===== src/sv/gbsp_pkg.sv =====
`timescale 1ns / 1ps
// ----------------------------------------------------------------------------
// gbsp_pkg
// Shared types and constants for the GIF block stream parser.
// ----------------------------------------------------------------------------
package gbsp_pkg;

    typedef enum logic [4:0] {
        PH_HDR      = 5'd0,
        PH_GCT      = 5'd1,
        PH_INTRO    = 5'd2,
        PH_LABEL    = 5'd3,
        PH_GC       = 5'd4,
        PH_APPSIZE  = 5'd5,
        PH_APPID    = 5'd6,
        PH_SUBLEN   = 5'd7,
        PH_SUBDATA  = 5'd8,
        PH_SKIPLEN  = 5'd9,
        PH_SKIPDATA = 5'd10,
        PH_IMG      = 5'd11,
        PH_LCT      = 5'd12,
        PH_MINCODE  = 5'd13,
        PH_DONE     = 5'd14
    } t_phase;

    localparam logic [4:0] EV_VERSION = 5'd0;
    localparam logic [4:0] EV_SWIDTH  = 5'd1;
    localparam logic [4:0] EV_SHEIGHT = 5'd2;
    localparam logic [4:0] EV_SFLAGS  = 5'd3;
    localparam logic [4:0] EV_BG      = 5'd4;
    localparam logic [4:0] EV_ASPECT  = 5'd5;
    localparam logic [4:0] EV_GCOLOUR = 5'd6;
    localparam logic [4:0] EV_GCTRL   = 5'd7;
    localparam logic [4:0] EV_ILEFT   = 5'd8;
    localparam logic [4:0] EV_IFLAGS  = 5'd12;
    localparam logic [4:0] EV_LCOLOUR = 5'd13;
    localparam logic [4:0] EV_MINCODE = 5'd14;
    localparam logic [4:0] EV_PAYLOAD = 5'd15;
    localparam logic [4:0] EV_APPID   = 5'd16;
    localparam logic [4:0] EV_BLKEND  = 5'd17;
    localparam logic [4:0] EV_TRAILER = 5'd18;
    localparam logic [4:0] EV_ERROR   = 5'd19;

    localparam logic [2:0] ERR_HEADER  = 3'd0;
    localparam logic [2:0] ERR_APPSIZE = 3'd1;
    localparam logic [2:0] ERR_GCSIZE  = 3'd2;
    localparam logic [2:0] ERR_UNKNOWN = 3'd3;
    localparam logic [2:0] ERR_TRUNC   = 3'd4;

    localparam logic [1:0] KIND_IMAGE = 2'd0;
    localparam logic [1:0] KIND_COMMENT = 2'd1;
    localparam logic [1:0] KIND_TEXT  = 2'd2;
    localparam logic [1:0] KIND_APP   = 2'd3;

    localparam int QUEUE_DEPTH = 2;

    typedef struct packed {
        logic [4:0]  event_res;
        logic [23:0] value;
        logic [7:0]  index;
        logic [1:0]  block_kind;
        logic [2:0]  disposal;
        logic        user_input;
        logic        transparency;
        logic        interlace;
        logic        has_control;
        logic [2:0]  error_code;
    } t_result;

    typedef struct packed {
        logic [7:0] data_byte;
        logic       first_byte;
        logic       last_byte;
    } t_item;

endpackage


===== src/sv/gif_block_stream_parser.sv =====
`timescale 1ns / 1ps
// Path: a byte is registered in the front stage, then parsed and its result written
//   into the result queue, from whose head it is offered.
// Throughput: one byte per cycle, set by the combinational parser step and a
//   two-entry result queue; stalls only when that queue is full.
// Reset: synchronous active low; parser returns to the signature phase and
//   pass_payload to 1.
// ----------------------------------------------------------------------------
// gif_block_stream_parser
// GIF89a block stream parser: bytes in, field and block events out.
// ----------------------------------------------------------------------------
module gif_block_stream_parser #(
    parameter int QDEPTH = gbsp_pkg::QUEUE_DEPTH
) (
    input  logic        i_clk,
    input  logic        i_rst_n,
    input  logic        i_cfg_we,
    input  logic        i_cfg_data,
    input  logic        i_valid,
    output logic        o_ready,
    input  logic [7:0]  i_data_byte,
    input  logic        i_first_byte,
    input  logic        i_last_byte,
    output logic        o_valid,
    input  logic        i_ready,
    output logic [4:0]  o_event_res,
    output logic [23:0] o_value,
    output logic [7:0]  o_index,
    output logic [1:0]  o_block_kind,
    output logic [2:0]  o_disposal,
    output logic        o_user_input,
    output logic        o_transparency,
    output logic        o_interlace,
    output logic        o_has_control,
    output logic [2:0]  o_error_code
);

    logic r_pass;
    gbsp_pkg::t_item   in_item, f_item;
    gbsp_pkg::t_result c_res, q_res;
    logic f_valid, c_ready, c_push, q_room;

    always_ff @(posedge i_clk) begin
        if (!i_rst_n) r_pass <= 1'b1;
        else if (i_cfg_we) r_pass <= i_cfg_data;
    end

    assign in_item = '{data_byte: i_data_byte, first_byte: i_first_byte,
                       last_byte: i_last_byte};

    gbsp_front u_front (
        .i_clk(i_clk), .i_rst_n(i_rst_n), .i_valid(i_valid), .o_ready(o_ready),
        .i_item(in_item), .o_valid(f_valid), .i_ready(c_ready), .o_item(f_item)
    );

    gbsp_core u_core (
        .i_clk(i_clk), .i_rst_n(i_rst_n), .i_pass_payload(r_pass),
        .i_valid(f_valid), .o_ready(c_ready), .i_item(f_item),
        .o_res_valid(c_push), .o_res(c_res), .i_q_room(q_room)
    );

    gbsp_outq #(.DEPTH(QDEPTH)) u_outq (
        .i_clk(i_clk), .i_rst_n(i_rst_n), .i_push(c_push), .i_res(c_res),
        .o_room(q_room), .o_valid(o_valid), .i_ready(i_ready), .o_res(q_res)
    );

    assign o_event_res      = q_res.event_res;
    assign o_value          = q_res.value;
    assign o_index          = q_res.index;
    assign o_block_kind     = q_res.block_kind;
    assign o_disposal       = q_res.disposal;
    assign o_user_input     = q_res.user_input;
    assign o_transparency   = q_res.transparency;
    assign o_interlace      = q_res.interlace;
    assign o_has_control    = q_res.has_control;
    assign o_error_code     = q_res.error_code;

endmodule


===== src/sv/gbsp_front.sv =====
`timescale 1ns / 1ps
// ----------------------------------------------------------------------------
// gbsp_front
// Input register stage: accept a byte transaction and hold it for the parser.
// ----------------------------------------------------------------------------
module gbsp_front (
    input  logic              i_clk,
    input  logic              i_rst_n,
    input  logic              i_valid,
    output logic              o_ready,
    input  gbsp_pkg::t_item   i_item,
    output logic              o_valid,
    input  logic              i_ready,
    output gbsp_pkg::t_item   o_item
);

    logic            r_valid;
    gbsp_pkg::t_item r_item;

    assign o_ready = !r_valid || i_ready;
    assign o_valid = r_valid;
    assign o_item  = r_item;

    always_ff @(posedge i_clk) begin
        if (!i_rst_n) begin
            r_valid <= 1'b0;
        end else if (o_ready) begin
            r_valid <= i_valid;
        end
    end

    always_ff @(posedge i_clk) begin
        if (o_ready && i_valid) begin
            r_item <= i_item;
        end
    end

`ifndef SYNTH
    a_hold: assert property (@(posedge i_clk) disable iff (!i_rst_n)
        r_valid && !i_ready |=> r_valid && $stable(r_item))
        else $error("front item lost while stalled");
`endif

endmodule


===== src/sv/gbsp_core.sv =====
`timescale 1ns / 1ps
// ----------------------------------------------------------------------------
// gbsp_core
// Parser state machine: one byte per cycle while the result queue has room, at most one result per byte.
// ----------------------------------------------------------------------------
module gbsp_core (
    input  logic                i_clk,
    input  logic                i_rst_n,
    input  logic                i_pass_payload,
    input  logic                i_valid,
    output logic                o_ready,
    input  gbsp_pkg::t_item     i_item,
    output logic                o_res_valid,
    output gbsp_pkg::t_result   o_res,
    input  logic                i_q_room
);

    gbsp_pkg::t_phase r_phase, n_phase, ph;
    logic [9:0]  r_pos, n_pos, pos;
    logic [7:0]  r_rem, n_rem;
    logic [23:0] r_acc, n_acc, acc;
    logic [8:0]  r_ent, n_ent, ent;
    logic [1:0]  r_kind, n_kind, kind;
    logic [7:0]  r_flags, n_flags, flags;
    logic        r_ctl, n_ctl, ctl;
    logic [7:0]  b;
    logic        fire, emit;
    gbsp_pkg::t_result res;
    logic [8:0]  ent_b;
    logic [10:0] ent3;
    logic [7:0]  pos_div3;
    logic [1:0]  pos_mod3;
    logic [1:0]  r_mod3;
    logic [7:0]  r_div3;

    assign o_ready = i_q_room;
    assign fire    = i_valid && i_q_room;
    assign b       = i_item.data_byte;

    always_comb begin
        ent_b = b[7] ? (9'd1 << ({1'b0, b[2:0]} + 4'd1)) : 9'd0;
        ent3  = {2'b00, ent} + {1'b0, ent, 1'b0};
        pos_div3 = i_item.first_byte ? 8'd0 : r_div3;
        pos_mod3 = i_item.first_byte ? 2'd0 : r_mod3;
    end

    always_comb begin
        ph    = i_item.first_byte ? gbsp_pkg::PH_HDR : r_phase;
        pos   = i_item.first_byte ? 10'd0 : r_pos;
        acc   = i_item.first_byte ? 24'd0 : r_acc;
        ent   = i_item.first_byte ? 9'd0 : r_ent;
        kind  = i_item.first_byte ? 2'd0 : r_kind;
        flags = i_item.first_byte ? 8'd0 : r_flags;
        ctl   = i_item.first_byte ? 1'b0 : r_ctl;
        n_rem = i_item.first_byte ? 8'd0 : r_rem;
        n_phase = ph;
        n_pos   = pos + 10'd1;
        n_acc   = acc;
        n_ent   = ent;
        n_kind  = kind;
        n_flags = flags;
        n_ctl   = ctl;
        emit    = 1'b0;
        res     = '0;
        unique case (ph)
            gbsp_pkg::PH_HDR: begin
                if (pos < 10'd3) begin
                    if ((pos == 10'd0 && b != 8'h47) || (pos == 10'd1 && b != 8'h49) ||
                        (pos == 10'd2 && b != 8'h46)) begin
                        emit = 1'b1; res.event_res = gbsp_pkg::EV_ERROR;
                        res.error_code = gbsp_pkg::ERR_HEADER; n_phase = gbsp_pkg::PH_DONE;
                    end
                end else if (pos < 10'd6) begin
                    n_acc = {acc[15:0], b};
                    if (pos == 10'd5) begin
                        emit = 1'b1; res.event_res = gbsp_pkg::EV_VERSION; res.value = n_acc;
                    end
                end else if (pos == 10'd6 || pos == 10'd8) begin
                    n_acc = {16'd0, b};
                end else if (pos == 10'd7 || pos == 10'd9) begin
                    emit = 1'b1;
                    res.event_res = (pos == 10'd7) ? gbsp_pkg::EV_SWIDTH : gbsp_pkg::EV_SHEIGHT;
                    res.value = acc | {8'd0, b, 8'd0};
                end else if (pos == 10'd10) begin
                    n_ent = ent_b;
                    emit = 1'b1; res.event_res = gbsp_pkg::EV_SFLAGS;
                    res.value = {15'd0, ent_b};
                    res.index = {5'd0, b[6:4]} + 8'd1;
                end else if (pos == 10'd11) begin
                    emit = 1'b1; res.event_res = gbsp_pkg::EV_BG; res.value = {16'd0, b};
                end else begin
                    emit = 1'b1; res.event_res = gbsp_pkg::EV_ASPECT; res.value = {16'd0, b};
                    n_phase = (ent != 9'd0) ? gbsp_pkg::PH_GCT : gbsp_pkg::PH_INTRO;
                    n_pos = 10'd0; n_acc = 24'd0;
                end
            end
            gbsp_pkg::PH_GCT, gbsp_pkg::PH_LCT: begin
                n_acc = {acc[15:0], b};
                if (pos_mod3 == 2'd2) begin
                    emit = 1'b1;
                    res.event_res = (ph == gbsp_pkg::PH_GCT) ? gbsp_pkg::EV_GCOLOUR
                                                            : gbsp_pkg::EV_LCOLOUR;
                    res.value = n_acc;
                    res.index = pos_div3;
                end
                if ({1'b0, pos} + 11'd1 >= ent3) begin
                    n_phase = (ph == gbsp_pkg::PH_GCT) ? gbsp_pkg::PH_INTRO
                                                       : gbsp_pkg::PH_MINCODE;
                    n_pos = 10'd0; n_acc = 24'd0;
                end
            end
            gbsp_pkg::PH_INTRO: begin
                n_pos = 10'd0; n_acc = 24'd0;
                if (b == 8'h3B) begin
                    emit = 1'b1; res.event_res = gbsp_pkg::EV_TRAILER;
                    n_phase = gbsp_pkg::PH_DONE; n_pos = pos + 10'd1; n_acc = acc;
                end else if (b == 8'h21) begin
                    n_phase = gbsp_pkg::PH_LABEL;
                end else if (b == 8'h2C) begin
                    n_phase = gbsp_pkg::PH_IMG;
                end else begin
                    emit = 1'b1; res.event_res = gbsp_pkg::EV_ERROR;
                    res.error_code = gbsp_pkg::ERR_UNKNOWN; n_phase = gbsp_pkg::PH_DONE;
                    n_pos = pos + 10'd1; n_acc = acc;
                end
            end
            gbsp_pkg::PH_LABEL: begin
                n_pos = 10'd0; n_acc = 24'd0;
                if (b == 8'hF9) n_phase = gbsp_pkg::PH_GC;
                else if (b == 8'h01) begin
                    n_kind = gbsp_pkg::KIND_TEXT; n_phase = gbsp_pkg::PH_SUBLEN;
                end else if (b == 8'hFE) begin
                    n_kind = gbsp_pkg::KIND_COMMENT; n_phase = gbsp_pkg::PH_SUBLEN;
                end else if (b == 8'hFF) n_phase = gbsp_pkg::PH_APPSIZE;
                else n_phase = gbsp_pkg::PH_SKIPLEN;
            end
            gbsp_pkg::PH_GC: begin
                if (pos == 10'd0) begin
                    if (b != 8'd4) begin
                        emit = 1'b1; res.event_res = gbsp_pkg::EV_ERROR;
                        res.error_code = gbsp_pkg::ERR_GCSIZE; n_phase = gbsp_pkg::PH_DONE;
                    end
                end else if (pos == 10'd1) begin
                    n_flags = b;
                end else if (pos == 10'd2) begin
                    n_acc = {16'd0, b};
                end else if (pos == 10'd3) begin
                    n_acc = acc | {8'd0, b, 8'd0};
                end else if (pos == 10'd4) begin
                    emit = 1'b1; res.event_res = gbsp_pkg::EV_GCTRL;
                    res.value = acc; res.index = b;
                    res.disposal = flags[4:2];
                    res.user_input = flags[1];
                    res.transparency = flags[0];
                    n_ctl = 1'b1;
                end else begin
                    n_phase = gbsp_pkg::PH_INTRO; n_pos = 10'd0; n_acc = 24'd0;
                end
            end
            gbsp_pkg::PH_APPSIZE: begin
                if (b != 8'd11) begin
                    emit = 1'b1; res.event_res = gbsp_pkg::EV_ERROR;
                    res.error_code = gbsp_pkg::ERR_APPSIZE; n_phase = gbsp_pkg::PH_DONE;
                end else begin
                    n_kind = gbsp_pkg::KIND_APP; n_phase = gbsp_pkg::PH_APPID;
                    n_pos = 10'd0; n_acc = 24'd0;
                end
            end
            gbsp_pkg::PH_APPID: begin
                emit = 1'b1; res.event_res = gbsp_pkg::EV_APPID;
                res.value = {16'd0, b}; res.index = pos[7:0];
                if (pos >= 10'd10) begin
                    n_phase = gbsp_pkg::PH_SUBLEN; n_pos = 10'd0; n_acc = 24'd0;
                end
            end
            gbsp_pkg::PH_SUBLEN, gbsp_pkg::PH_SKIPLEN: begin
                n_pos = 10'd0; n_acc = 24'd0;
                if (b == 8'd0) begin
                    if (ph == gbsp_pkg::PH_SUBLEN) begin
                        emit = 1'b1; res.event_res = gbsp_pkg::EV_BLKEND;
                        res.block_kind = kind;
                    end
                    n_phase = gbsp_pkg::PH_INTRO;
                end else begin
                    n_rem = b;
                    n_phase = (ph == gbsp_pkg::PH_SUBLEN) ? gbsp_pkg::PH_SUBDATA
                                                         : gbsp_pkg::PH_SKIPDATA;
                end
            end
            gbsp_pkg::PH_SUBDATA, gbsp_pkg::PH_SKIPDATA: begin
                if (ph == gbsp_pkg::PH_SUBDATA && i_pass_payload) begin
                    emit = 1'b1; res.event_res = gbsp_pkg::EV_PAYLOAD;
                    res.value = {16'd0, b}; res.block_kind = kind;
                end
                n_rem = n_rem - 8'd1;
                if (n_rem == 8'd0) begin
                    n_phase = (ph == gbsp_pkg::PH_SUBDATA) ? gbsp_pkg::PH_SUBLEN
                                                          : gbsp_pkg::PH_SKIPLEN;
                    n_pos = 10'd0; n_acc = 24'd0;
                end
            end
            gbsp_pkg::PH_IMG: begin
                if (pos < 10'd8) begin
                    if (!pos[0]) n_acc = {16'd0, b};
                    else begin
                        emit = 1'b1;
                        res.event_res = gbsp_pkg::EV_ILEFT + {2'b00, pos[3:1]};
                        res.value = acc | {8'd0, b, 8'd0};
                    end
                end else begin
                    n_ent = ent_b;
                    emit = 1'b1; res.event_res = gbsp_pkg::EV_IFLAGS;
                    res.value = {15'd0, ent_b};
                    res.interlace = b[6];
                    res.has_control = ctl;
                    n_ctl = 1'b0;
                    n_phase = (ent_b != 9'd0) ? gbsp_pkg::PH_LCT : gbsp_pkg::PH_MINCODE;
                    n_pos = 10'd0; n_acc = 24'd0;
                end
            end
            gbsp_pkg::PH_MINCODE: begin
                emit = 1'b1; res.event_res = gbsp_pkg::EV_MINCODE; res.value = {16'd0, b};
                n_kind = gbsp_pkg::KIND_IMAGE; n_phase = gbsp_pkg::PH_SUBLEN;
                n_pos = 10'd0; n_acc = 24'd0;
            end
            default: begin
                n_phase = gbsp_pkg::PH_DONE;
                n_pos = pos;
            end
        endcase
        if (ph == gbsp_pkg::PH_DONE) begin
            emit = 1'b0; n_pos = pos; n_acc = acc;
        end else if (i_item.last_byte && n_phase != gbsp_pkg::PH_DONE) begin
            emit = 1'b1; res = '0;
            res.event_res = gbsp_pkg::EV_ERROR; res.error_code = gbsp_pkg::ERR_TRUNC;
            n_phase = gbsp_pkg::PH_DONE;
        end
    end

    assign o_res_valid = fire && emit;
    assign o_res       = res;

    always_ff @(posedge i_clk) begin
        if (!i_rst_n) begin
            r_phase <= gbsp_pkg::PH_HDR;
            r_pos   <= 10'd0;
            r_rem   <= 8'd0;
            r_acc   <= 24'd0;
            r_ent   <= 9'd0;
            r_kind  <= 2'd0;
            r_flags <= 8'd0;
            r_ctl   <= 1'b0;
            r_mod3  <= 2'd0;
            r_div3  <= 8'd0;
        end else if (fire) begin
            r_phase <= n_phase;
            r_pos   <= n_pos;
            r_rem   <= n_rem;
            r_acc   <= n_acc;
            r_ent   <= n_ent;
            r_kind  <= n_kind;
            r_flags <= n_flags;
            r_ctl   <= n_ctl;
            if (n_pos == 10'd0) begin
                r_mod3 <= 2'd0; r_div3 <= 8'd0;
            end else if (n_pos == pos + 10'd1) begin
                if (pos_mod3 == 2'd2) begin
                    r_mod3 <= 2'd0; r_div3 <= pos_div3 + 8'd1;
                end else begin
                    r_mod3 <= pos_mod3 + 2'd1; r_div3 <= pos_div3;
                end
            end
        end
    end

`ifndef SYNTH
    a_done_quiet: assert property (@(posedge i_clk) disable iff (!i_rst_n)
        fire && r_phase == gbsp_pkg::PH_DONE && !i_item.first_byte |-> !o_res_valid)
        else $error("result after parse finished");
    a_last_done: assert property (@(posedge i_clk) disable iff (!i_rst_n)
        fire && i_item.last_byte |=> r_phase == gbsp_pkg::PH_DONE)
        else $error("last byte did not finish parse");
    a_mod3: assert property (@(posedge i_clk) disable iff (!i_rst_n) r_mod3 != 2'd3)
        else $error("position remainder out of range");
`endif

endmodule


===== src/sv/gbsp_outq.sv =====
`timescale 1ns / 1ps
// ----------------------------------------------------------------------------
// gbsp_outq
// Result queue: short FIFO between the parser and the result channel.
// ----------------------------------------------------------------------------
module gbsp_outq #(
    parameter int DEPTH = gbsp_pkg::QUEUE_DEPTH
) (
    input  logic               i_clk,
    input  logic               i_rst_n,
    input  logic               i_push,
    input  gbsp_pkg::t_result  i_res,
    output logic               o_room,
    output logic               o_valid,
    input  logic               i_ready,
    output gbsp_pkg::t_result  o_res
);

    localparam int AW = (DEPTH > 1) ? $clog2(DEPTH) : 1;

    gbsp_pkg::t_result r_mem [DEPTH];
    logic [AW-1:0] r_wp, r_rp;
    logic [AW:0]   r_cnt;
    logic pop;

    assign o_valid = r_cnt != '0;
    assign o_room  = r_cnt != DEPTH[AW:0];
    assign pop     = o_valid && i_ready;
    assign o_res   = r_mem[r_rp];

    always_ff @(posedge i_clk) begin
        if (!i_rst_n) begin
            r_wp  <= '0;
            r_rp  <= '0;
            r_cnt <= '0;
        end else begin
            if (i_push) r_wp <= (r_wp == AW'(DEPTH - 1)) ? '0 : r_wp + 1'b1;
            if (pop)    r_rp <= (r_rp == AW'(DEPTH - 1)) ? '0 : r_rp + 1'b1;
            r_cnt <= r_cnt + {{AW{1'b0}}, i_push} - {{AW{1'b0}}, pop};
        end
    end

    always_ff @(posedge i_clk) begin
        if (i_push) r_mem[r_wp] <= i_res;
    end

`ifndef SYNTH
    a_no_overflow: assert property (@(posedge i_clk) disable iff (!i_rst_n)
        i_push |-> o_room)
        else $error("push into full queue");
`endif

endmodule

===== config.mk =====
export PLATFORM = sky130hd
export DESIGN_NAME = gif_block_stream_parser
export DESIGN_NICKNAME = d
export VERILOG_FILES = /design/src/sv/gbsp_pkg.sv /design/src/sv/gif_block_stream_parser.sv /design/src/sv/gbsp_front.sv /design/src/sv/gbsp_core.sv /design/src/sv/gbsp_outq.sv
export SDC_FILE = /design/constraint.sdc
export NUM_CORES = 1
export LEC_CHECK = 0
export ABC_CLOCK_PERIOD_IN_PS = 26600
export BUFFER_PORTS_ARGS = -buffer_cell sky130_fd_sc_hd__buf_2
export CAP_MARGIN = 15
export CORE_AREA = 4 4 161 163
export CTS_CLUSTER_DIAMETER = 200
export DETAILED_ROUTE_END_ITERATION = 8
export DIE_AREA = 0 0 165 167
export PLACE_DENSITY = 0.67
export SYNTH_ARGS = -nofsm -noshare
export SYNTH_HDL_FRONTEND = slang
export SYNTH_SLANG_ARGS = --single-unit

===== constraint.sdc =====
create_clock -name i_clk -period 26.6 [get_ports i_clk]
set_input_delay 7.98 -clock i_clk [delete_from_list [all_inputs] [get_ports i_clk]]
set_output_delay 7.98 -clock i_clk [all_outputs]
set_load 0.02 [all_outputs]

-- Yosys cells after proc, flatten, opt, wreduce, memory -nomap -nowiden
Memories as Yosys holds them, arrays and structs flattened. A register that Yosys moved wholly into a read port is not among the register bits.
Index checks and enable logic that the tools add are counted.
- add/subtract/negate cells: 13
- order comparisons: 5
- equality and inequality tests: 41
- shift operators: 1
- mux-type cells: 206
- bitwise gates (word level): 1
- reduce and logical (&&, ||, !) cells: 30
- operators with widths (kind ; number):
    24-bit two-way mux ; 23
    37-bit two-way mux ; 7
    24-bit one-hot mux with 9 select lines ; 1
    10-bit two-way mux ; 21
    5-bit two-way mux ; 41
    24-bit one-hot mux with 6 select lines ; 1
    29-bit two-way mux ; 4
    8-bit two-way mux ; 13
    49-bit two-way mux ; 2
    10-bit one-hot mux with 9 select lines ; 1
    9-bit two-way mux ; 8
    35-bit two-way mux ; 2
    32-bit two-way mux ; 2
    5-bit one-hot mux with 11 select lines ; 1
    5-bit one-hot mux with 10 select lines ; 1
    10-bit by 3-bit equality test with 1-bit output (second input constant) ; 4
    10-bit by 4-bit equality test with 1-bit output (second input constant) ; 4
    1-bit two-way mux ; 38
    2-bit two-way mux ; 19
    5-bit by 4-bit equality test with 1-bit output (second input constant) ; 7
    8-bit one-hot mux with 4 select lines ; 1
    28-bit two-way mux ; 1
    27-bit two-way mux ; 1
    25-bit two-way mux ; 1
    other kinds (53) ; 93
- flip-flop bits (word level): 93
- bits in writable memories: 98
- input bits: 16
- output and inout bits: 51
- logic and storage cells: 316
- memories kept: 1
- memory list (memory ; depth ; width ; rd ports ; clocked after memory_dff ; write ports ; line ; source):
    u_outq.r_mem ; 2 ; 49 ; 1 ; 1 ; 1 ; gbsp_outq.sv:21 ; gbsp_pkg::t_result r_mem [DEPTH];

-- Logic depth before layout (Yosys ltp)
- depth in word-level cells: 17
- depth in mapped cells: 32
- gate-level depth less buffers: 25

-- Modules after synthesis
Synthesis repeated with hierarchy kept, for this count alone.
- cell total of the unflattened synthesis: 1340
- area, all modules: 11951.5 um^2
- modules (own cells, without submodules) (module ; instances ; cells an instance ; area each (um^2) ; sequential area each (um^2)):
    gbsp_core ; 1 ; 1147 ; 7737.4 ; 1481.4
    gbsp_outq ; 1 ; 175 ; 3822.4 ; 3042.9
    gbsp_front ; 1 ; 15 ; 357.8 ; 320.3
    gif_block_stream_parser ; 1 ; 3 ; 33.8 ; 20.0

-- Least setup slack after synthesis
OpenSTA, ideal clock, no wires.
- kind: register to output
- start point: register with a tool-made name
- end point: output o_event_res[0]
- arrival: 1.471 ns
- data required time: 18.620 ns
- setup slack: 17.149 ns
- cell stages (with the launch flop): 4
- path buffers: 2
- cell sequence: dfxtp_1 buf_1 clkbuf_1 mux2_2
- RTL lines (item ; line ; source):
    to (decl) ; gif_block_stream_parser.sv:26 ; output logic [4:0] o_event_res,

==> results.toml <==
[outcome]
outcome = "finished clean"

[timing]
drv_slew = 0
worst_pin_slew_ps = 1260
fmax_mhz = 98.6
whs_ps = 486
hold_viol_final = 0
setup-violations-final = 0
relSlewSlack_pct = 15.6
fin_skew_ps = 12.1
fin_crit_ps = 10140
fin_crit_sh_pct = 38.1
finalSetupTns_ps = 0
rsz0062_at_grt = "no"

[hold_path]
hold_path_class = "reg2reg"

[placed_design]
dp_hpwl_um = 27100
port_buffers = 66
place_congestion = 1.04

[synthesis]
syn_nets = 1409
ys_seq_area_share_pct = 40.0
ys_async_sr_fraction_pct = 0
ys_ff_latch = 189
yosysUniqueCellTypes = 92
synthCells = 1365
syn_area_um2 = 12200
synth_edf_count = 108
yosys_warnings = 0
synth_ff_type = "edfxtp_1"
avgSynthCellArea_um2 = 8.91

[critical_path]
worstPathCellList = "mux2_2 > buf_2"
start_kind = "flop"
critPathRequiredTime_ps = 18620
cp_top_family = "flip-flops"
slowest_stage = "dfxtp_2"
crit_fanout = 49
cp_num_buf_inv = 1
crit_type = "reg2out"
slowest_delay_ps = 1080
arrival_ps = 2160
critPathCaptureType = "output port"

[global_routing]
grt_overflow = 0
grt_pass1_vias = 10500
grt_max_degree = 66
grtUsageTotal_pct = 28.2
grt_pass1_wl_um = 61300
antenna_found_initial = 0

[power]
switchingPower_w = 0.000296
seq_power_share_pct = 42.8
switching_share_pct = 35.6
leakage_nw = 4.72
pwr-share-comb_pct = 25.6
p_int_w = 0.000536
ir_worst_vdd_mv = 0.0378
clkPwrFrac_pct = 31.6
p_per_area_nw_per_um2 = 62.6

[finish]
num_antenna_cells = 0
drive_gt1_share_pct = 15.7
final_nets = 1416
area_growth_syn_to_layout_pct = 9.30

[floorplan]
core_area_um2 = 24300
die_w_um = 165
num_rows = 57
die_area_um2 = 27600
start_util_pct = 50.0
io_pins = 67
die_h_um = 167

[detailed_routing]
drc = 0
viasPerCell = 6.78
postRouteAntennaNets = 0
drt_iter0_drc = 1603
routedWlPerCell_um = 23.4
vias = 11600
wl_um = 39900
dr.pass1.iters = 8

[cts]
cts-root-buf = "clkbuf_16"
cts_made_buffers = 17
cts-resized-gates = 0
htree_num_levels = 4
cts.sinks = 189
cts_buffer_depth = 2
clkTransAtPathRegs_ps = 80
cts_tree = "built"
clock_latency_ps = 450
post_cts_buffers = 0
hold_buffers = 0

[run]
maxCapViolCount = 0
placed cells by master (no fill, tap or decap), types with 14 or more instances in the layout:
master	count
ha_1	28
edfxtp_1	108
nor2_1	140
a221oi_1	19
a22oi_1	36
a21o_1	15
buf_2	66
dfxtp_1	80
o21ai_0	76
buf_4	27
o22ai_1	14
a21oi_1	107
inv_1	21
a222oi_1	19
nand3_1	39
a22o_1	21
xnor2_1	14
nor2b_1	40
mux2_2	51
clkbuf_16	17
nor3_1	27
nand2_1	122
and3_1	23
per-layer routing:
metal,up-vias,wire [um],track usage (%)
li1,5226,-,-
met1,5527,17100,41.3
met4,0,1280,9.33
met2,719,17200,41.1
met5,-,0,0
met3,107,4310,6.57
logic make-up (layout without fill, tap and decap cells):
group	count (synthesis)	count (layout)	share of synthesized area [%]
fa+ha+maj	28	28	2.88
compound gates	439	439	25.2
simple gates	502	502	21.0
xor+xnor	20	20	1.44
flops	189	189	40.0
buf+inv	130	150	4.29
mux	57	57	5.22
cell usage after synthesis, drive strengths merged, types with 9 or more instances:
cell / count / share of area, %
nor2: 140 / 4.3
nand2: 122 / 3.8
edfxtp: 108 / 27
a21oi: 107 / 4.4
o21ai: 82 / 3.4
dfxtp: 81 / 13
clkbuf: 78 / 2.4
mux2: 51 / 4.7
nor2b: 42 / 2.2
nand3: 39 / 1.6
a22oi: 36 / 2.2
ha: 28 / 2.9
nor3: 28 / 1.2
buf: 27 / 1.1
inv: 24 / 0.74
and3: 23 / 1.2
a22o: 21 / 1.5
a221oi: 19 / 1.4
a222oi: 19 / 1.6
a21o: 16 / 1.0
a31oi: 14 / 0.72
o22ai: 14 / 0.72
xnor2: 14 / 1.0
nand4: 13 / 0.67
nand2b: 12 / 0.62
nor4: 12 / 0.79
or4: 12 / 0.77
a211oi: 10 / 0.66
a221o: 10 / 0.82
o211ai: 10 / 0.66
o31ai: 10 / 0.62
and2: 9 / 0.46
nor3b: 9 / 0.64
or2: 9 / 0.46
sequential cells by signal (all words and copies together), names as in the netlist, named ones only:
signal	count
u_core.r_rem	8
u_core.r_pos	10
u_core.r_ent	9
u_core.r_mod3	2
u_core.r_acc	24
u_front.o_item	10
u_core.r_kind	2
u_outq.r_mem	98
r_pass	1
u_core.r_ctl	1
u_outq.r_cnt	2
u_outq.r_wp	1
u_core.r_phase	5
u_outq.r_rp	1
u_core.r_flags	5
u_core.r_div3	8
u_front.o_valid	1
cell type report:
cell class,count,area (um^2)
Fill cell,2232,11000
Multi-Input combinational cell,1046,6810
Sequential cell,189,4870
Timing Repair Buffer,93,533
Clock buffer,18,429
Tap cell,324,405
Clock inverter,14,158
Inverter,25,93.8
power by group through the flow:
stage | Sequential, W | Clock (W) | Combinational [W]
floorplan | 0.000346 | 0 | 0.000159
CTS | 0.000356 | 0.000267 | 0.000210
detailed placement | 0.000363 | 0 | 0.000209
global route | 0.000359 | 0.000280 | 0.000227
finish | 0.000356 | 0.000263 | 0.000213
global placement | 0.000362 | 0 | 0.000208
through the flow:
| step | area, um^2 | power, W | utilization (%) | cells | worst slack, ps |
|---|---|---|---|---|---|
| final | 13300 | 0.000832 | 54.7 | 1709 | 16460 |
| after global routing | 13300 | 0.000866 | 54.7 | 1709 | 16350 |
| after CTS | 13300 | 0.000833 | 54.6 | 1708 | 16400 |
| after detailed placement | 12700 | 0.000572 | 52.2 | 1676 | 16250 |
| after global placement | 12700 | 0.000570 | 52.2 | 1676 | 16300 |
| after floorplan | 12200 | 0.000505 | - | 1365 | 17150 |
final timing paths:
path | depth (start not counted) | slack [ps] | from | end
hold reg to reg | 1 | 490 | u_core.r_div3[1] | u_core.r_div3[1]
setup reg to reg | 19 | 19090 | u_front.o_item[1] | u_outq.r_mem[0][45]
setup / recovery | 2 | 16460 | flop | o_transparency
hold / removal | 1 | 490 | u_core.r_div3[1] | u_core.r_div3[1]
Power figures use the tool's default switching activity.
